`config.mk`:
```
export PLATFORM = sky130hd
export DESIGN_NAME = circular_list_with_cursor
export DESIGN_NICKNAME = d
export VERILOG_FILES = /design/src/hw/rtl/cll_pkg.sv /design/src/hw/rtl/cll_value_mem.sv /design/src/hw/rtl/cll_link_mem.sv /design/src/hw/rtl/cll_free_map.sv /design/src/hw/rtl/circular_list_with_cursor.sv
export SDC_FILE = /design/constraint.sdc
export NUM_CORES = 1
export LEC_CHECK = 0
export BUFFER_PORTS_ARGS = -buffer_cell sky130_fd_sc_hd__buf_2
export CORE_ASPECT_RATIO = 1.4
export CORE_MARGIN = 2
export CORE_UTILIZATION = 40
export DETAILED_ROUTE_END_ITERATION = 6
export GPL_TIMING_DRIVEN = 0
export PLACE_DENSITY = 0.58
export SYNTH_ARGS = -nofsm -noshare
export SYNTH_HDL_FRONTEND = slang
export SYNTH_SLANG_ARGS = --single-unit
```
`constraint.sdc`:
```
create_clock -name i_clk -period 6.7 [get_ports i_clk]
set_clock_uncertainty 0.15 [all_clocks]
set_input_delay 1.675 -clock i_clk [delete_from_list [all_inputs] [get_ports i_clk]]
set_output_delay 1.675 -clock i_clk [all_outputs]
set_load 0.005 [all_outputs]
```
`src/hw/rtl/cll_pkg.sv`:
```
// Shared constants, codes and item types of the circular list with cursor.
package cll_pkg;

    localparam int CAPACITY   = 16;
    localparam int VALUE_BITS = 32;
    localparam int SLOT_BITS  = $clog2(CAPACITY);
    localparam int COUNT_BITS = $clog2(CAPACITY + 1);
    localparam int ACT_BITS   = 3;
    localparam int STEP_BITS  = 8;
    localparam int STAT_BITS  = 2;

    localparam logic [ACT_BITS-1:0] ACT_INS_LEFT  = 3'd0;
    localparam logic [ACT_BITS-1:0] ACT_INS_RIGHT = 3'd1;
    localparam logic [ACT_BITS-1:0] ACT_SEARCH    = 3'd2;
    localparam logic [ACT_BITS-1:0] ACT_REMOVE    = 3'd3;
    localparam logic [ACT_BITS-1:0] ACT_ADVANCE   = 3'd4;

    localparam logic [STAT_BITS-1:0] STAT_OK        = 2'd0;
    localparam logic [STAT_BITS-1:0] STAT_EMPTY     = 2'd1;
    localparam logic [STAT_BITS-1:0] STAT_NOT_FOUND = 2'd2;
    localparam logic [STAT_BITS-1:0] STAT_FULL      = 2'd3;

    typedef logic [SLOT_BITS-1:0]  t_slot;
    typedef logic [VALUE_BITS-1:0] t_value;
    typedef logic [COUNT_BITS-1:0] t_count;

    typedef struct packed {
        logic [ACT_BITS-1:0]         action;
        logic                        clear_request;
        t_value                      item_value;
        logic signed [STEP_BITS-1:0] step_count;
    } t_in_item;

    typedef struct packed {
        logic [STAT_BITS-1:0] status;
        t_value               cursor_value;
        t_count               entry_count;
    } t_out_item;

    typedef struct packed {
        t_slot next_slot;
        t_slot prev_slot;
    } t_link;

    typedef struct packed {
        logic  en_next;
        logic  en_prev;
        t_slot addr;
        t_link data;
    } t_link_wr;

    typedef struct packed {
        logic  clear_all;
        logic  take;
        t_slot take_slot;
        logic  give_back;
        t_slot give_slot;
    } t_free_cmd;

    typedef struct packed {
        logic                full;
        t_slot               first_free;
        logic [CAPACITY-1:0] in_use;
    } t_free_stat;

endpackage

```
`src/hw/rtl/cll_value_mem.sv`:
```
// Slot value memory: one write port, one registered read port.
module cll_value_mem import cll_pkg::*; (
    input  logic   i_clk,
    input  logic   i_wr_en,
    input  t_slot  i_wr_addr,
    input  t_value i_wr_data,
    input  t_slot  i_rd_addr,
    output t_value o_rd_data
);

    t_value r_mem [CAPACITY];
    t_value r_rd_data;

    always_ff @(posedge i_clk) begin
        if (i_wr_en) begin
            r_mem[i_wr_addr] <= i_wr_data;
        end
        r_rd_data <= r_mem[i_rd_addr];
    end

    assign o_rd_data = r_rd_data;

endmodule

```
`src/hw/rtl/cll_link_mem.sv`:
```
// Link memory: next and prev slot per entry, field write enables, registered read.
module cll_link_mem import cll_pkg::*; (
    input  logic     i_clk,
    input  t_link_wr i_wr,
    input  t_slot    i_rd_addr,
    output t_link    o_rd_data
);

    t_link r_mem [CAPACITY];
    t_link r_rd_data;

    always_ff @(posedge i_clk) begin
        if (i_wr.en_next) begin
            r_mem[i_wr.addr].next_slot <= i_wr.data.next_slot;
        end
        if (i_wr.en_prev) begin
            r_mem[i_wr.addr].prev_slot <= i_wr.data.prev_slot;
        end
        r_rd_data <= r_mem[i_rd_addr];
    end

    assign o_rd_data = r_rd_data;

endmodule

```
`src/hw/rtl/cll_free_map.sv`:
```
// Free map: slot in-use bits and lowest free slot.
module cll_free_map import cll_pkg::*; (
    input  logic       i_clk,
    input  logic       i_rst_n,
    input  t_free_cmd  i_cmd,
    output t_free_stat o_stat
);

    logic [CAPACITY-1:0] r_in_use;
    logic [CAPACITY-1:0] n_in_use;
    t_slot               first_free;

    always_comb begin
        n_in_use = r_in_use;
        if (i_cmd.clear_all) begin
            n_in_use = '0;
        end else begin
            if (i_cmd.take) begin
                n_in_use[i_cmd.take_slot] = 1'b1;
            end
            if (i_cmd.give_back) begin
                n_in_use[i_cmd.give_slot] = 1'b0;
            end
        end
    end

    always_comb begin
        first_free = '0;
        for (int i = CAPACITY - 1; i >= 0; i--) begin
            if (!r_in_use[i]) begin
                first_free = t_slot'(i);
            end
        end
    end

    always_ff @(posedge i_clk) begin
        if (!i_rst_n) begin
            r_in_use <= '0;
        end else begin
            r_in_use <= n_in_use;
        end
    end

    assign o_stat.full       = &r_in_use;
    assign o_stat.first_free = first_free;
    assign o_stat.in_use     = r_in_use;

endmodule

```
`src/hw/rtl/circular_list_with_cursor.sv`:
```
// Top level: circular doubly linked list with cursor, sequencer over slot memories.
//
//   channel | dir | handshake                  | payload
//   in      | in  | i_in_valid / o_in_stall    | i_in_item  (t_in_item)
//   out     | out | o_out_valid / i_out_stall  | o_out_item (t_out_item)
//
// One item at a time. A taken item is decoded; an insert into a nonempty list then
// writes neighbour, new entry and cursor links in turn; search and remove visit the
// entries one by one (up to 16), a remove from a longer list then fixes the next
// entry's prev link, and advance walks |step_count| links: the single read port of
// the link memory walks one link per cycle. Reset clears free map and cursor state.
// One finished result waits in the output register; the next item is taken meanwhile.
module circular_list_with_cursor import cll_pkg::*; (
    input  logic      i_clk,
    input  logic      i_rst_n,
    input  logic      i_in_valid,
    output logic      o_in_stall,
    input  t_in_item  i_in_item,
    output logic      o_out_valid,
    input  logic      i_out_stall,
    output t_out_item o_out_item
);

    localparam logic [3:0] S_IDLE     = 4'd0;
    localparam logic [3:0] S_DECODE   = 4'd1;
    localparam logic [3:0] S_INS_LINK = 4'd2;
    localparam logic [3:0] S_INS_NEW  = 4'd3;
    localparam logic [3:0] S_INS_CUR  = 4'd4;
    localparam logic [3:0] S_WALK     = 4'd5;
    localparam logic [3:0] S_RM_FIX   = 4'd6;
    localparam logic [3:0] S_ADV      = 4'd7;
    localparam logic [3:0] S_FIN      = 4'd8;
    localparam logic [3:0] S_RESP     = 4'd9;

    logic [3:0]                  r_state, n_state;
    t_in_item                    r_item, n_item;
    t_slot                       r_cur, n_cur;
    logic                        r_nonempty, n_nonempty;
    t_count                      r_count, n_count;
    t_slot                       r_walk, n_walk;
    t_count                      r_k, n_k;
    logic signed [STEP_BITS-1:0] r_steps, n_steps;
    logic [STAT_BITS-1:0]        r_status, n_status;
    t_slot                       r_new, n_new;
    t_slot                       r_nb, n_nb;
    logic                        r_out_valid, n_out_valid;
    t_out_item                   r_out_item, n_out_item;

    t_slot      rd_addr;
    logic       val_we;
    t_value     val_rd;
    t_link      link_rd;
    t_link_wr   link_wr;
    t_free_cmd  free_cmd;
    t_free_stat free_stat;
    logic       to_right;
    t_slot      adv_slot;

    cll_value_mem u_value_mem (
        .i_clk     (i_clk),
        .i_wr_en   (val_we),
        .i_wr_addr (free_stat.first_free),
        .i_wr_data (r_item.item_value),
        .i_rd_addr (rd_addr),
        .o_rd_data (val_rd)
    );

    cll_link_mem u_link_mem (
        .i_clk     (i_clk),
        .i_wr      (link_wr),
        .i_rd_addr (rd_addr),
        .o_rd_data (link_rd)
    );

    cll_free_map u_free_map (
        .i_clk   (i_clk),
        .i_rst_n (i_rst_n),
        .i_cmd   (free_cmd),
        .o_stat  (free_stat)
    );

    assign to_right = (r_item.action == ACT_INS_RIGHT);
    assign adv_slot = (r_steps > 0) ? link_rd.next_slot : link_rd.prev_slot;

    always_comb begin
        n_state     = r_state;
        n_item      = r_item;
        n_cur       = r_cur;
        n_nonempty  = r_nonempty;
        n_count     = r_count;
        n_walk      = r_walk;
        n_k         = r_k;
        n_steps     = r_steps;
        n_status    = r_status;
        n_new       = r_new;
        n_nb        = r_nb;
        n_out_valid = r_out_valid;
        n_out_item  = r_out_item;
        rd_addr     = r_cur;
        val_we      = 1'b0;
        link_wr     = '0;
        free_cmd    = '0;

        if (r_out_valid && !i_out_stall) begin
            n_out_valid = 1'b0;
        end

        case (r_state)
            S_IDLE: begin
                if (i_in_valid) begin
                    n_item  = i_in_item;
                    n_state = S_DECODE;
                end
            end
            S_DECODE: begin
                n_state  = S_FIN;
                n_status = STAT_OK;
                if (r_item.clear_request) begin
                    n_status           = r_nonempty ? STAT_OK : STAT_EMPTY;
                    free_cmd.clear_all = 1'b1;
                    n_cur              = '0;
                    n_nonempty         = 1'b0;
                    n_count            = '0;
                end else begin
                    case (r_item.action)
                        ACT_INS_LEFT, ACT_INS_RIGHT: begin
                            if (free_stat.full) begin
                                n_status = STAT_FULL;
                            end else begin
                                n_new              = free_stat.first_free;
                                free_cmd.take      = 1'b1;
                                free_cmd.take_slot = free_stat.first_free;
                                val_we             = 1'b1;
                                if (!r_nonempty) begin
                                    link_wr.en_next        = 1'b1;
                                    link_wr.en_prev        = 1'b1;
                                    link_wr.addr           = free_stat.first_free;
                                    link_wr.data.next_slot = free_stat.first_free;
                                    link_wr.data.prev_slot = free_stat.first_free;
                                    n_cur                  = free_stat.first_free;
                                    n_nonempty             = 1'b1;
                                    n_count                = r_count + 1'b1;
                                end else begin
                                    n_state = S_INS_LINK;
                                end
                            end
                        end
                        ACT_SEARCH, ACT_REMOVE: begin
                            if (!r_nonempty) begin
                                n_status = STAT_EMPTY;
                            end else begin
                                n_walk  = r_cur;
                                n_k     = '0;
                                n_state = S_WALK;
                            end
                        end
                        ACT_ADVANCE: begin
                            if (!r_nonempty) begin
                                n_status = STAT_EMPTY;
                            end else if (r_item.step_count != '0) begin
                                n_steps = r_item.step_count;
                                n_state = S_ADV;
                            end
                        end
                        default: begin
                            n_status = r_nonempty ? STAT_OK : STAT_EMPTY;
                        end
                    endcase
                end
            end
            S_INS_LINK: begin
                link_wr.addr = to_right ? link_rd.next_slot : link_rd.prev_slot;
                n_nb         = link_wr.addr;
                if (to_right) begin
                    link_wr.en_prev        = 1'b1;
                    link_wr.data.prev_slot = r_new;
                end else begin
                    link_wr.en_next        = 1'b1;
                    link_wr.data.next_slot = r_new;
                end
                n_state = S_INS_NEW;
            end
            S_INS_NEW: begin
                link_wr.en_next        = 1'b1;
                link_wr.en_prev        = 1'b1;
                link_wr.addr           = r_new;
                link_wr.data.next_slot = to_right ? r_nb : r_cur;
                link_wr.data.prev_slot = to_right ? r_cur : r_nb;
                n_state                = S_INS_CUR;
            end
            S_INS_CUR: begin
                link_wr.addr = r_cur;
                if (to_right) begin
                    link_wr.en_next        = 1'b1;
                    link_wr.data.next_slot = r_new;
                end else begin
                    link_wr.en_prev        = 1'b1;
                    link_wr.data.prev_slot = r_new;
                end
                n_cur      = r_new;
                n_nonempty = 1'b1;
                n_count    = r_count + 1'b1;
                n_state    = S_FIN;
            end
            S_WALK: begin
                if (val_rd == r_item.item_value) begin
                    n_status = STAT_OK;
                    n_state  = S_FIN;
                    n_cur    = r_walk;
                    if (r_item.action == ACT_REMOVE) begin
                        if (link_rd.prev_slot == r_walk) begin
                            free_cmd.clear_all = 1'b1;
                            n_cur              = '0;
                            n_nonempty         = 1'b0;
                            n_count            = '0;
                        end else begin
                            link_wr.en_next        = 1'b1;
                            link_wr.addr           = link_rd.prev_slot;
                            link_wr.data.next_slot = link_rd.next_slot;
                            n_nb                   = link_rd.next_slot;
                            n_new                  = link_rd.prev_slot;
                            free_cmd.give_back     = 1'b1;
                            free_cmd.give_slot     = r_walk;
                            n_count                = r_count - 1'b1;
                            n_cur                  = link_rd.prev_slot;
                            n_state                = S_RM_FIX;
                        end
                    end
                end else if (t_count'(r_k + 1'b1) >= r_count) begin
                    n_status = STAT_NOT_FOUND;
                    n_state  = S_FIN;
                end else begin
                    n_k     = r_k + 1'b1;
                    n_walk  = link_rd.next_slot;
                    rd_addr = link_rd.next_slot;
                end
            end
            S_RM_FIX: begin
                link_wr.en_prev        = 1'b1;
                link_wr.addr           = r_nb;
                link_wr.data.prev_slot = r_new;
                n_state                = S_FIN;
            end
            S_ADV: begin
                n_steps = (r_steps > 0) ? r_steps - STEP_BITS'(1) : r_steps + STEP_BITS'(1);
                if (n_steps == '0) begin
                    n_cur   = adv_slot;
                    n_state = S_FIN;
                end else begin
                    rd_addr = adv_slot;
                end
            end
            S_FIN: begin
                n_state = S_RESP;
            end
            S_RESP: begin
                if (!r_out_valid || !i_out_stall) begin
                    n_out_valid             = 1'b1;
                    n_out_item.status       = r_status;
                    n_out_item.cursor_value = r_nonempty ? val_rd : '0;
                    n_out_item.entry_count  = r_count;
                    n_state                 = S_IDLE;
                end
            end
            default: begin
                n_state = S_IDLE;
            end
        endcase
    end

    always_ff @(posedge i_clk) begin
        if (!i_rst_n) begin
            r_state     <= S_IDLE;
            r_cur       <= '0;
            r_nonempty  <= 1'b0;
            r_count     <= '0;
            r_out_valid <= 1'b0;
        end else begin
            r_state     <= n_state;
            r_cur       <= n_cur;
            r_nonempty  <= n_nonempty;
            r_count     <= n_count;
            r_out_valid <= n_out_valid;
        end
    end

    always_ff @(posedge i_clk) begin
        r_item     <= n_item;
        r_walk     <= n_walk;
        r_k        <= n_k;
        r_steps    <= n_steps;
        r_status   <= n_status;
        r_new      <= n_new;
        r_nb       <= n_nb;
        r_out_item <= n_out_item;
    end

    assign o_in_stall  = (r_state != S_IDLE);
    assign o_out_valid = r_out_valid;
    assign o_out_item  = r_out_item;

    a_nonempty_count: assert property (@(posedge i_clk) disable iff (!i_rst_n)
        r_nonempty == (r_count != '0))
        else $error("nonempty flag disagrees with entry count");

    a_count_bound: assert property (@(posedge i_clk) disable iff (!i_rst_n)
        r_count <= t_count'(CAPACITY))
        else $error("entry count above capacity");

    a_free_map_count: assert property (@(posedge i_clk) disable iff (!i_rst_n)
        (r_state == S_IDLE) |-> ($countones(free_stat.in_use) == int'(r_count)))
        else $error("free map disagrees with entry count");

    a_cursor_in_use: assert property (@(posedge i_clk) disable iff (!i_rst_n)
        (r_state == S_IDLE && r_nonempty) |-> free_stat.in_use[r_cur])
        else $error("cursor points at a free slot");

endmodule
```
# Yosys cells after proc, flatten, opt, wreduce, memory -nomap -nowiden
# Memory sizes are Yosys's and may differ from the RTL's. A register that Yosys moved wholly into a read port is not among the register bits.
# Cells that the tools add are included.
[op_classes] n_addsub=5 n_lt_le_gt_ge=6 n_eq_ne=35 muxes=151 bitwise_logic=4 reduce_logical=33
[ops] cell="4-bit two-way mux" count=60
[ops] cell="5-bit two-way mux" count=20
[ops] cell="8-bit two-way mux" count=8
[ops] cell="14-bit two-way mux" count=4
[ops] cell="16-bit two-way mux" count=3
[ops] cell="4-bit case mux with 5 select lines" count=2
[ops] cell="4-bit case mux with 9 select lines" count=1
[ops] cell="32-bit == test" count=1
[ops] cell="4-bit case mux with 2 select lines" count=4
[ops] cell="1-bit two-way mux" count=31
[ops] cell="2-bit inequality test, second input constant" count=13
[ops] cell="4-bit case mux with 6 select lines" count=1
[ops] cell="6-bit AND reduction" count=4
[ops] cell="16-bit AND" count=1
[ops] cell="4-bit by 3-bit == test with 1-bit output, second input constant" count=4
[ops] cell="16-bit inverter" count=1
[ops] cell="16-bit bitwise OR" count=1
[ops] cell="4-bit case mux with 4 select lines" count=1
[ops] cell="8-bit case mux with 2 select lines" count=1
[ops] cell="16-bit AND reduction" count=1
[ops] cell="5-bit case mux with 3 select lines" count=1
[ops] cell="4-bit case mux with 3 select lines" count=1
[ops] cell="5-bit by 1-bit adder with 5-bit output, second input constant" count=2
[ops] cell="4-bit by 5-bit less-than comparator with 1-bit output, second input constant" count=2
[ops] cell="other kinds (40)" count=66
[word_totals] reg_bits=141 ram_bits=640 inputBits=48 word_cells=255 memories=2
[memory_table] memory="u_value_mem.r_mem" words=16 width=32 rd=1 rd_ports_with_merged_regs=1 write_ports=1 line_no="cll_value_mem.sv:11" rtl="t_value r_mem [CAPACITY];"
[memory_table] memory="u_link_mem.r_mem" words=16 width=8 rd=1 rd_ports_with_merged_regs=1 write_ports=1 line_no="cll_link_mem.sv:9" rtl="t_link r_mem [CAPACITY];"

# Longest topological paths before layout
# Gate-level depths: netlist of the first run.
[depth] ltp_word=29 ltp_mapped=18 mapped_depth_nobuf=14

# Cells and area by module
# From an unflattened synthesis of the first run, not the netlist that was laid out.
[unflattened] cells_unflattened=1800 area_unflattened_um2=32623.8
[by_module_without_submodules] mod="cll_value_mem" n_inst=1 cells_per_inst=838 area_each_um2=19835.3 seq_area_each_um2=16015.4
[by_module_without_submodules] mod="circular_list_with_cursor" n_inst=1 cells_per_inst=601 area_each_um2=6706.4 seq_area_each_um2=3603.5
[by_module_without_submodules] mod="cll_link_mem" n_inst=1 cells_per_inst=256 area_each_um2=5240.0 seq_area_each_um2=4003.8
[by_module_without_submodules] mod="cll_free_map" n_inst=1 cells_per_inst=105 area_each_um2=842.1 seq_area_each_um2=320.3

# Worst setup path before layout of the first run
# No wires, ideal clock.
[synth_timing] kind="input to register" from="input i_out_stall" to="register r_out_item (netlist bit o_out_item[0]), enable pin" arrival_time_ps=3557 t_required_ps=6102 slack_ps=2545 cell_stages=1 path_cell_list="a21oi_1"
[synth_between] elab_chain_cells=3
[synth_lines] item="from (decl)" line_no="circular_list_with_cursor.sv:20" rtl="input logic i_out_stall,"
[synth_lines] item="1-bit zero test" line_no="circular_list_with_cursor.sv:257" rtl="if (!r_out_valid || !i_out_stall) begin"
[synth_lines] item="1-bit logical OR" line_no="circular_list_with_cursor.sv:257"
[synth_lines] item="2-bit AND reduction (no source line)"
[synth_lines] item="to (signal assigned)" line_no="circular_list_with_cursor.sv:295" rtl="r_out_item <= n_out_item;"
[synth_lines] item="to (decl)" line_no="circular_list_with_cursor.sv:47" rtl="t_out_item r_out_item, n_out_item;"
# No other way between the ends.
# A chain may end at the register's enable or synchronous reset.

# Worst setup path after layout of the first run
[layout_timing] from="register r_item[18] (netlist bit)" to="register u_value_mem.r_rd_data[3] (netlist: u_value_mem.o_rd_data[3]), read port of u_value_mem.r_mem"
[layout_between] elab_chain_cells=3
[layout_lines] item="from (decl)" line_no="circular_list_with_cursor.sv:36" rtl="t_in_item r_item, n_item;"
[layout_lines] item="from (signal assigned)" line_no="circular_list_with_cursor.sv:288" rtl="r_item <= n_item;"
[layout_lines] item="32-bit == test" line_no="circular_list_with_cursor.sv:206" rtl="if (val_rd == r_item.item_value) begin"
[layout_lines] item="4-bit two-way mux" line_no="circular_list_with_cursor.sv:206"
[layout_lines] item="4-bit case mux with 2 select lines" line_no="circular_list_with_cursor.sv:108" rtl="case (r_state)"
[layout_lines] item="to (decl)" line_no="cll_value_mem.sv:12" rtl="t_value r_rd_data;"
# No other way between the ends.

==> key figures, run 1 <==
Critical path
  – CP Capture Type: flip-flop
  – Data required time of the worst path: 7.03 ns
  – Critical path launch point type: flip-flop
  – CP arrival: 6.49 ns
  – Crit Path Category: reg2reg
  – CP max FO: 17

Detailed routing
  – WL/cell: 24.7 um
  – Routed Antenna Nets: 0
  – Vias: 19,300
  – DR pass1 iterations: 7
  – WL final: 87,500 um
  – Routed vias/inst: 5.45
  – DRC viols: 0
  – Initial drt markers: 1,454

Timing
  – Final Hold Viols: 0
  – F_max: 162 MHz
  – Worst slew pin tran: 1.22 ns
  – Setup Viol. Count Final: 0
  – Total Neg Setup Slack: 0 ns
  – Min Tclk post-route: 6.16 ns
  – RSZ-0062 raised after global routing: false
  – Slew margin rel.: 17.3%
  – Final Max Tran Viols: 0
  – Period utilization: 91.9%

GRT
  – Pin count of the biggest net entering global routing: 30
  – First-pass GRT wire length: 129,000 um
  – Vias in the first global route: 20,100
  – Antenna violations before repair: 1
  – Global route overflow: 0
  – Total Routing Usage GR: 20.1%

Clock network
  – Clock transition at path regs: 0.07 ns
  – TritonCTS Buffers: 82
  – H-tree Lvls: 3
  – Worst-Skew Late Latency: 0.64 ns
  – Root buffer cell: clkbuf_16
  – Post-cts repair resize count: 0
  – Clock sink count: 821
  – CTS hold repair buffers: 0
  – Post-CTS Setup Bufs: 0
  – CTS tree: built
  – CTS max path bufs: 3

Die
  – Full die area: 86,900 um2
  – Core Rows: 126
  – Initial core utilization: 40.2%
  – Die Y: 348 um
  – Core ar.: 84,000 um2
  – I/O pins: 89
  – Die Width: 250 um

Power and ir drop
  – Pwr dens: 302 nW/um2
  – Peak supply drop: 0.000215 V
  – Pleak: 13.8 nW

Yosys
  – Syn_nets: 2,255
  – Gate Count Post-Synth: 2,191
  – Top post-synthesis cells by area: edfxtp_1 67%, mux2i_1 9.7%, dfxtp_1 4.2%
  – Most common library cells after synthesis: 750 x edfxtp_1, 326 x mux2i_1, 177 x nand2_1
  – FF+latch count, synth: 821
  – Top_reg_cell synth: edfxtp_1
  – Sequential share of the synthesized area: 70.8%
  – Count of cell types in the netlist: 68
  – EDFF count, synth: 750
  – Yosys top cell by area: edfxtp_1
  – Yosys synthesis warning count: 0
  – Mapped Avg Cell Area: 15.4 um2
  – FFs w/ async S/R, synth: 0%
  – Most frequent cell after synthesis: edfxtp_1
  – Synth top area share: 66.6%
  – Netlist Area Pre-Place: 33,800 um2

Placement
  – Final GP Congestion: 0.897
  – Hpwl dp: 60,500 um
  – PortBufs: 88

Min path
  – Hold crit path type: reg2reg

Run status
  – Status: complete, no violations

Layout
  – Layout cell share with drive strength beyond 1: 17.6%
  – FF+latch area: 23,900 um2
  – Fill count: 7,269
  – Post-route core utilization: 46.1%
  – Area grow syn2layout: 14.6%
  – Final #Nets: 2,448
  – Multi-input gate area: 9280 um2
  – Diode count: 0

Run
  – Max Cap Violations: 0
==> power breakdown <==
group | total, mW | internal [mW] | switching (mW) | leakage (nW)
registers | 5.97 | 5.76 | 0.205 | 7.20
clock network | 4.45 | 2.55 | 1.90 | 1.27
logic | 1.28 | 0.496 | 0.788 | 5.36
==> worst max-delay path, stage by stage, from the launching register on <==
cell and delay [ns]:
edfxtp_1 0.76, xor2_1 0.23, nor4_1 0.81, nand4_1 0.51, nor2_1 0.54, nor3_1 0.24
and3_1 0.24, a211oi_1 0.90, nor2_1 0.46, clkbuf_1 0.43, a22oi_1 0.52, o221ai_2 0.17
==> through the flow <==
| step | cell area (um2) | setup slack, ns | cells | total power, mW | hold WS (ns) |
|---|---|---|---|---|---|
| after floorplan | 33800 | 2.54 | 2191 | 6.83 | 0.250 |
| final | 38700 | 0.541 | 3538 | 11.7 | 0.295 |
| after detailed placement | 36100 | 0.662 | 3386 | 7.38 | 0.277 |
| after global placement | 35600 | 0.296 | 3367 | 7.36 | 0.268 |
| after global routing | 38700 | 0.451 | 3538 | 12.1 | 0.311 |
| after CTS | 38700 | 0.631 | 3536 | 11.8 | 0.303 |
==> layout make-up <==
| class | instances | area share, % |
|---|---|---|
| Timing Repair Buffer | 109 | 2.20 |
| Multi-Input combinational cell | 1239 | 24.0 |
| Tap cell | 1088 | 3.51 |
| Clock buffer | 110 | 5.78 |
| Sequential cell | 821 | 61.8 |
| Buffer | 110 | 1.65 |
| Clock inverter | 40 | 0.888 |
| Inverter | 21 | 0.203 |
==> state kept, by name (all words and copies together), names as in the netlist, 8 cells and up <==
register and flops:
u_value_mem.r_mem 512, u_link_mem.o_rd_data 8, r_item 44, o_out_item 39
u_free_map.r_in_use 16, u_link_mem.r_mem 128, r_steps 8, u_value_mem.o_rd_data 32
==> logic make-up after synthesis <==
group	after synthesis	share of synthesized area [%]
buffers and inverters	131	2.13
AOI/OAI and AO/OA	331	6.89
xor gates and xnor gates	43	1.14
and+or+nand+nor	439	5.97
muxes	410	12.4
adders and majority gates	16	0.614
DFF	821	70.8
==> placed cells by master, fill, tap and decap left out, types with 38 or more instances in the layout <==
| master | netlist | routed |
|---|---|---|
| mux2_2 | 84 | 84 |
| o21ai_1 | 72 | 72 |
| dfxtp_1 | 71 | 71 |
| clkbuf_16 | 0 | 84 |
| nor2_1 | 97 | 81 |
| nand2_1 | 177 | 177 |
| a22oi_1 | 41 | 41 |
| o21ai_0 | 46 | 46 |
| clkbuf_1 | 42 | 64 |
| and2_1 | 38 | 38 |
| edfxtp_1 | 750 | 750 |
| mux2i_1 | 326 | 326 |
| buf_2 | 31 | 119 |
==> worst paths after layout <==
| path | from | to | slack, ns | depth (start not counted) |
|---|---|---|---|---|
| min reg2reg | r_count[2] | o_out_item[2] | 0.29 | 0 |
| max | r_item[18] | u_value_mem.o_rd_data[3] | 0.54 | 11 |
| max reg2reg | r_item[18] | u_value_mem.o_rd_data[3] | 0.54 | 11 |
| min | r_count[2] | o_out_item[2] | 0.29 | 0 |
==> routing by layer <==
layer	global-route usage, %	wire length [um]	vias up
met5	0	0	-
met4	6.87	2380	0
met3	2.54	3660	142
met2	37.4	46900	525
met1	23.7	34600	9759
li1	-	-	8845
Power figures use the tool's default switching activity.
==> inputs of run 2 (changes only) <==
--- a/config.mk
+++ b/config.mk
@@ -5,12 +5,13 @@
 export SDC_FILE = /design/constraint.sdc
 export NUM_CORES = 1
 export LEC_CHECK = 0
+export ABC_AREA = 1
 export BUFFER_PORTS_ARGS = -buffer_cell sky130_fd_sc_hd__buf_2
 export CORE_ASPECT_RATIO = 1.4
 export CORE_MARGIN = 2
 export CORE_UTILIZATION = 40
 export DETAILED_ROUTE_END_ITERATION = 6
-export GPL_TIMING_DRIVEN = 0
+export GPL_TIMING_DRIVEN = 1
 export PLACE_DENSITY = 0.58
 export SYNTH_ARGS = -nofsm -noshare
 export SYNTH_HDL_FRONTEND = slang
==> key figures, run 2 <==
Min path
  – Min-Delay Startpoint: r_status[1]
  – Worst Hold Depth: 0 (unchanged)
  – Hold Path Sink: o_out_item[38]
  – Hold crit path type: reg2reg

Layout
  – Design area: 40,900 um2 (+5.5%)
  – Cell Count, Final, Fillers Out: 4,857 (+37%)
  – Final #Nets: 3,655 (+49%)
  – Multi-input gate area: 9810 um2 (+5.6%)
  – Fill count: 8,534 (+17%)
  – FF+latch area: 23,900 um2 (about the same)
  – Most common cell after layout, fill and taps aside: nand2_1
  – Area grow syn2layout: 11.4%
  – Biggest register: u_value_mem.r_mem
  – Largest registers: u_value_mem.r_mem: 512 flops, u_link_mem.r_mem: 128 flops, r_item: 44 flops
  – Diode count: 0 (unchanged)
  – Post-route core utilization: 44.9% (-1.2 points)
  – Largest register FFs: 512 (unchanged)
  – Most frequent cells in the layout: 773 x nand2_1, 771 x nand3_1, 750 x edfxtp_1
  – Layout cell share with drive strength beyond 1: 8.85% (-8.7 points)

Timing
  – Worst slew pin tran: 1.11 ns (-0.114 ns)
  – PnR worst setup slack: 1.43 ns (+0.893 ns)
  – Final Hold Viols: 0 (unchanged)
  – RSZ-0062 raised after global routing: false
  – Worst hold slack: 0.294 ns (-0.000905 ns)
  – Slew margin rel.: 26.2% (+8.9 points)
  – Min Tclk post-route: 5.27 ns (-0.893 ns)
  – Period utilization: 78.6% (-13 points)
  – Final Max Tran Viols: 0 (unchanged)
  – Total Neg Setup Slack: 0 ns (unchanged)
  – Setup Viol. Count Final: 0 (unchanged)
  – F_max: 190 MHz (+17%)

Clock network
  – H-tree Lvls: 3 (unchanged)
  – Clock transition at path regs: 0.06 ns (about the same)
  – Root buffer cell: clkbuf_16
  – Clock sink count: 821 (unchanged)
  – TritonCTS Buffers: 81 (-1.2%)
  – Worst-Skew Late Latency: 0.67 ns (+0.03 ns)
  – CTS max path bufs: 3 (unchanged)
  – Post-cts repair resize count: 0 (unchanged)
  – Post-CTS Setup Bufs: 0 (unchanged)
  – CTS hold repair buffers: 0 (unchanged)
  – CTS tree: built

Run
  – Max Cap Violations: 0 (unchanged)

Yosys
  – Most common library cells after synthesis: 774 x nand2_1, 771 x nand3_1, 750 x edfxtp_1
  – Sequential share of the synthesized area: 65.3% (-5.5 points)
  – FF+latch count, synth: 821 (unchanged)
  – EDFF count, synth: 750 (unchanged)
  – Mapped Avg Cell Area: 10.3 um2 (-33%)
  – Yosys synthesis warning count: 0 (unchanged)
  – Top_reg_cell synth: edfxtp_1
  – Synth top area share: 61.4% (-5.2 points)
  – Yosys top cell by area: edfxtp_1
  – FFs w/ async S/R, synth: 0% (unchanged)
  – Top post-synthesis cells by area: edfxtp_1 61%, nand3_1 11%, nand2_1 7.9%
  – Count of cell types in the netlist: 50 (-26%)
  – Syn_nets: 3,614 (+60%)
  – Gate Count Post-Synth: 3,550 (+62%)
  – Netlist Area Pre-Place: 36,700 um2 (+8.5%)
  – Most frequent cell after synthesis: nand2_1

GRT
  – Most Used Layer, Global Route: met2
  – M3 GR Usage: 2.93% (+0.39 points)
  – Global route overflow: 0 (unchanged)
  – Vias in the first global route: 24,400 (+21%)
  – Total Routing Usage GR: 20.9% (+0.81 points)
  – Antenna violations before repair: 2 (+1)
  – Pin count of the biggest net entering global routing: 207 (+590%)
  – First-pass GRT wire length: 149,000 um (+15%)
  – Grt met1 use: 26.5% (+2.8 points)
  – Met2 Track Usage GR: 36.6% (-0.88 points)

Die
  – I/O pins: 89 (unchanged)
  – Full die area: 94,200 um2 (+8.4%)
  – Die Y: 362 um (+4.1%)
  – Initial core utilization: 40.3% (+0.089 points)
  – Core Rows: 131 (+4.0%)
  – Die Width: 260 um (+4.1%)
  – Core ar.: 91,000 um2 (+8.3%)

Placement
  – Post-Place Cells: 4,705 (+39%)
  – Hpwl dp: 55,400 um (-8.3%)
  – Setup WS pre-CTS: 1.39 ns (+0.731 ns)
  – Final GP Congestion: 0.922 (+2.8%)
  – Area after DPL: 38,200 um2 (+5.6%)
  – PortBufs: 88 (unchanged)

Detailed routing
  – Initial drt markers: 1,880 (+29%)
  – Routed Antenna Nets: 0 (unchanged)
  – DR pass1 iterations: 5 (-2)
  – DRC viols: 0 (unchanged)
  – WL/cell: 20.1 um (-19%)
  – Vias: 25,000 (+30%)
  – Routed vias/inst: 5.14 (-5.6%)
  – WL final: 97,500 um (+11%)

Critical path
  – Data required time of the worst path: 7.15 ns (+0.12 ns)
  – CP arrival: 5.71 ns (-0.78 ns)
  – R2R Path End: u_value_mem.o_rd_data[29]
  – Crit Path Category: reg2reg
  – Worst r2r path cells: 20 (+9)
  – CP max FO: 51 (+34)
  – Reg2reg setup slack: 1.43 ns (+0.89 ns)
  – Critical path launch point type: flip-flop
  – Worst r2r src: r_steps[4]
  – CP Capture Type: flip-flop

Run status
  – Status: complete, no violations

Power and ir drop
  – Peak supply drop: 0.000196 V (-9.0%)
  – Pwr dens: 321 nW/um2 (+6.4%)
  – Tot Pwr: 13.1 mW (+12%)
  – Pleak: 16.5 nW (+19%)
[run 2: cell types whose count changed after synthesis, sizes merged, moves of 84 or more]
| cell | delta |
|---|---|
| nand2 | +604 |
| mux2 | -84 |
| buf | +93 |
| mux2i | -326 |
| nand3 | +744 |
| inv | +518 |
[run 2: cell type report]
type	instances	area share, %
flip-flops and latches	821	58.6
multi-input cells	2009	24.0
clock buffers	109	5.47
inverters	540	4.97
well taps	1197	3.66
repair buffers	138	2.21
clock inverters	43	1.14
[run 2: critical path: stages, from the launching register on]
cell,delay (ns)
edfxtp_1,0.40
nor2_1,0.18
nand2_1,0.07
nor2_1,0.16
or2_0,0.51
inv_1,0.30
ha_1,0.44
a21oi_1,0.21
nand3_1,0.09
nand2_1,0.10
nand3_1,0.13
nor2_4,0.16
nand3_4,0.11
o21ai_0,0.18
nand2_1,0.13
nand2_4,0.38
clkinv_2,0.64
buf_12,0.44
nand3_1,0.13
nand3_1,0.08
nand2_1,0.10
[run 2: how the worst max path moves through the flow]
stage,start,endpoint,slack (ns),depth (start not counted)
2_1_floorplan,i_in_valid,r_item[0],2.54,2
3_3_place_gp,r_steps[2],u_value_mem.o_rd_data[9],1.47,23
3_5_place_dp,r_steps[2],u_value_mem.o_rd_data[29],1.39,20
4_1_cts,r_steps[2],u_value_mem.o_rd_data[29],1.35,21
5_1_grt,r_steps[2],u_value_mem.o_rd_data[6],0.96,22
6_report,r_steps[4],u_value_mem.o_rd_data[29],1.43,20
[run 2: kinds of logic after synthesis]
group / count (synthesis) / share of synthesized area, %
adder cells (fa/ha/maj): 16 / 0.566
XOR/XNOR: 37 / 0.883
AO/OA/AOI/OAI: 164 / 2.68
AND/OR/NAND/NOR: 1792 / 22.1
flip-flops: 821 / 65.3
buffers and inverters: 720 / 8.51
[run 2: where the power goes]
group / switching, mW / internal [mW]
sequential: 0.324 / 5.92
clock: 2.00 / 2.67
combinational: 1.52 / 0.700
total: 3.84 / 9.30
[run 2: per-layer routing]
metal | wire, um | up-vias | share of wire (%)
met1 | 40800 | 12200 | 42
met4 | 2590 | 2 | 2.7
li1 | - | 12000 | -
met3 | 4610 | 148 | 4.7
met2 | 49500 | 630 | 51
met5 | 7 | - | 0.0072
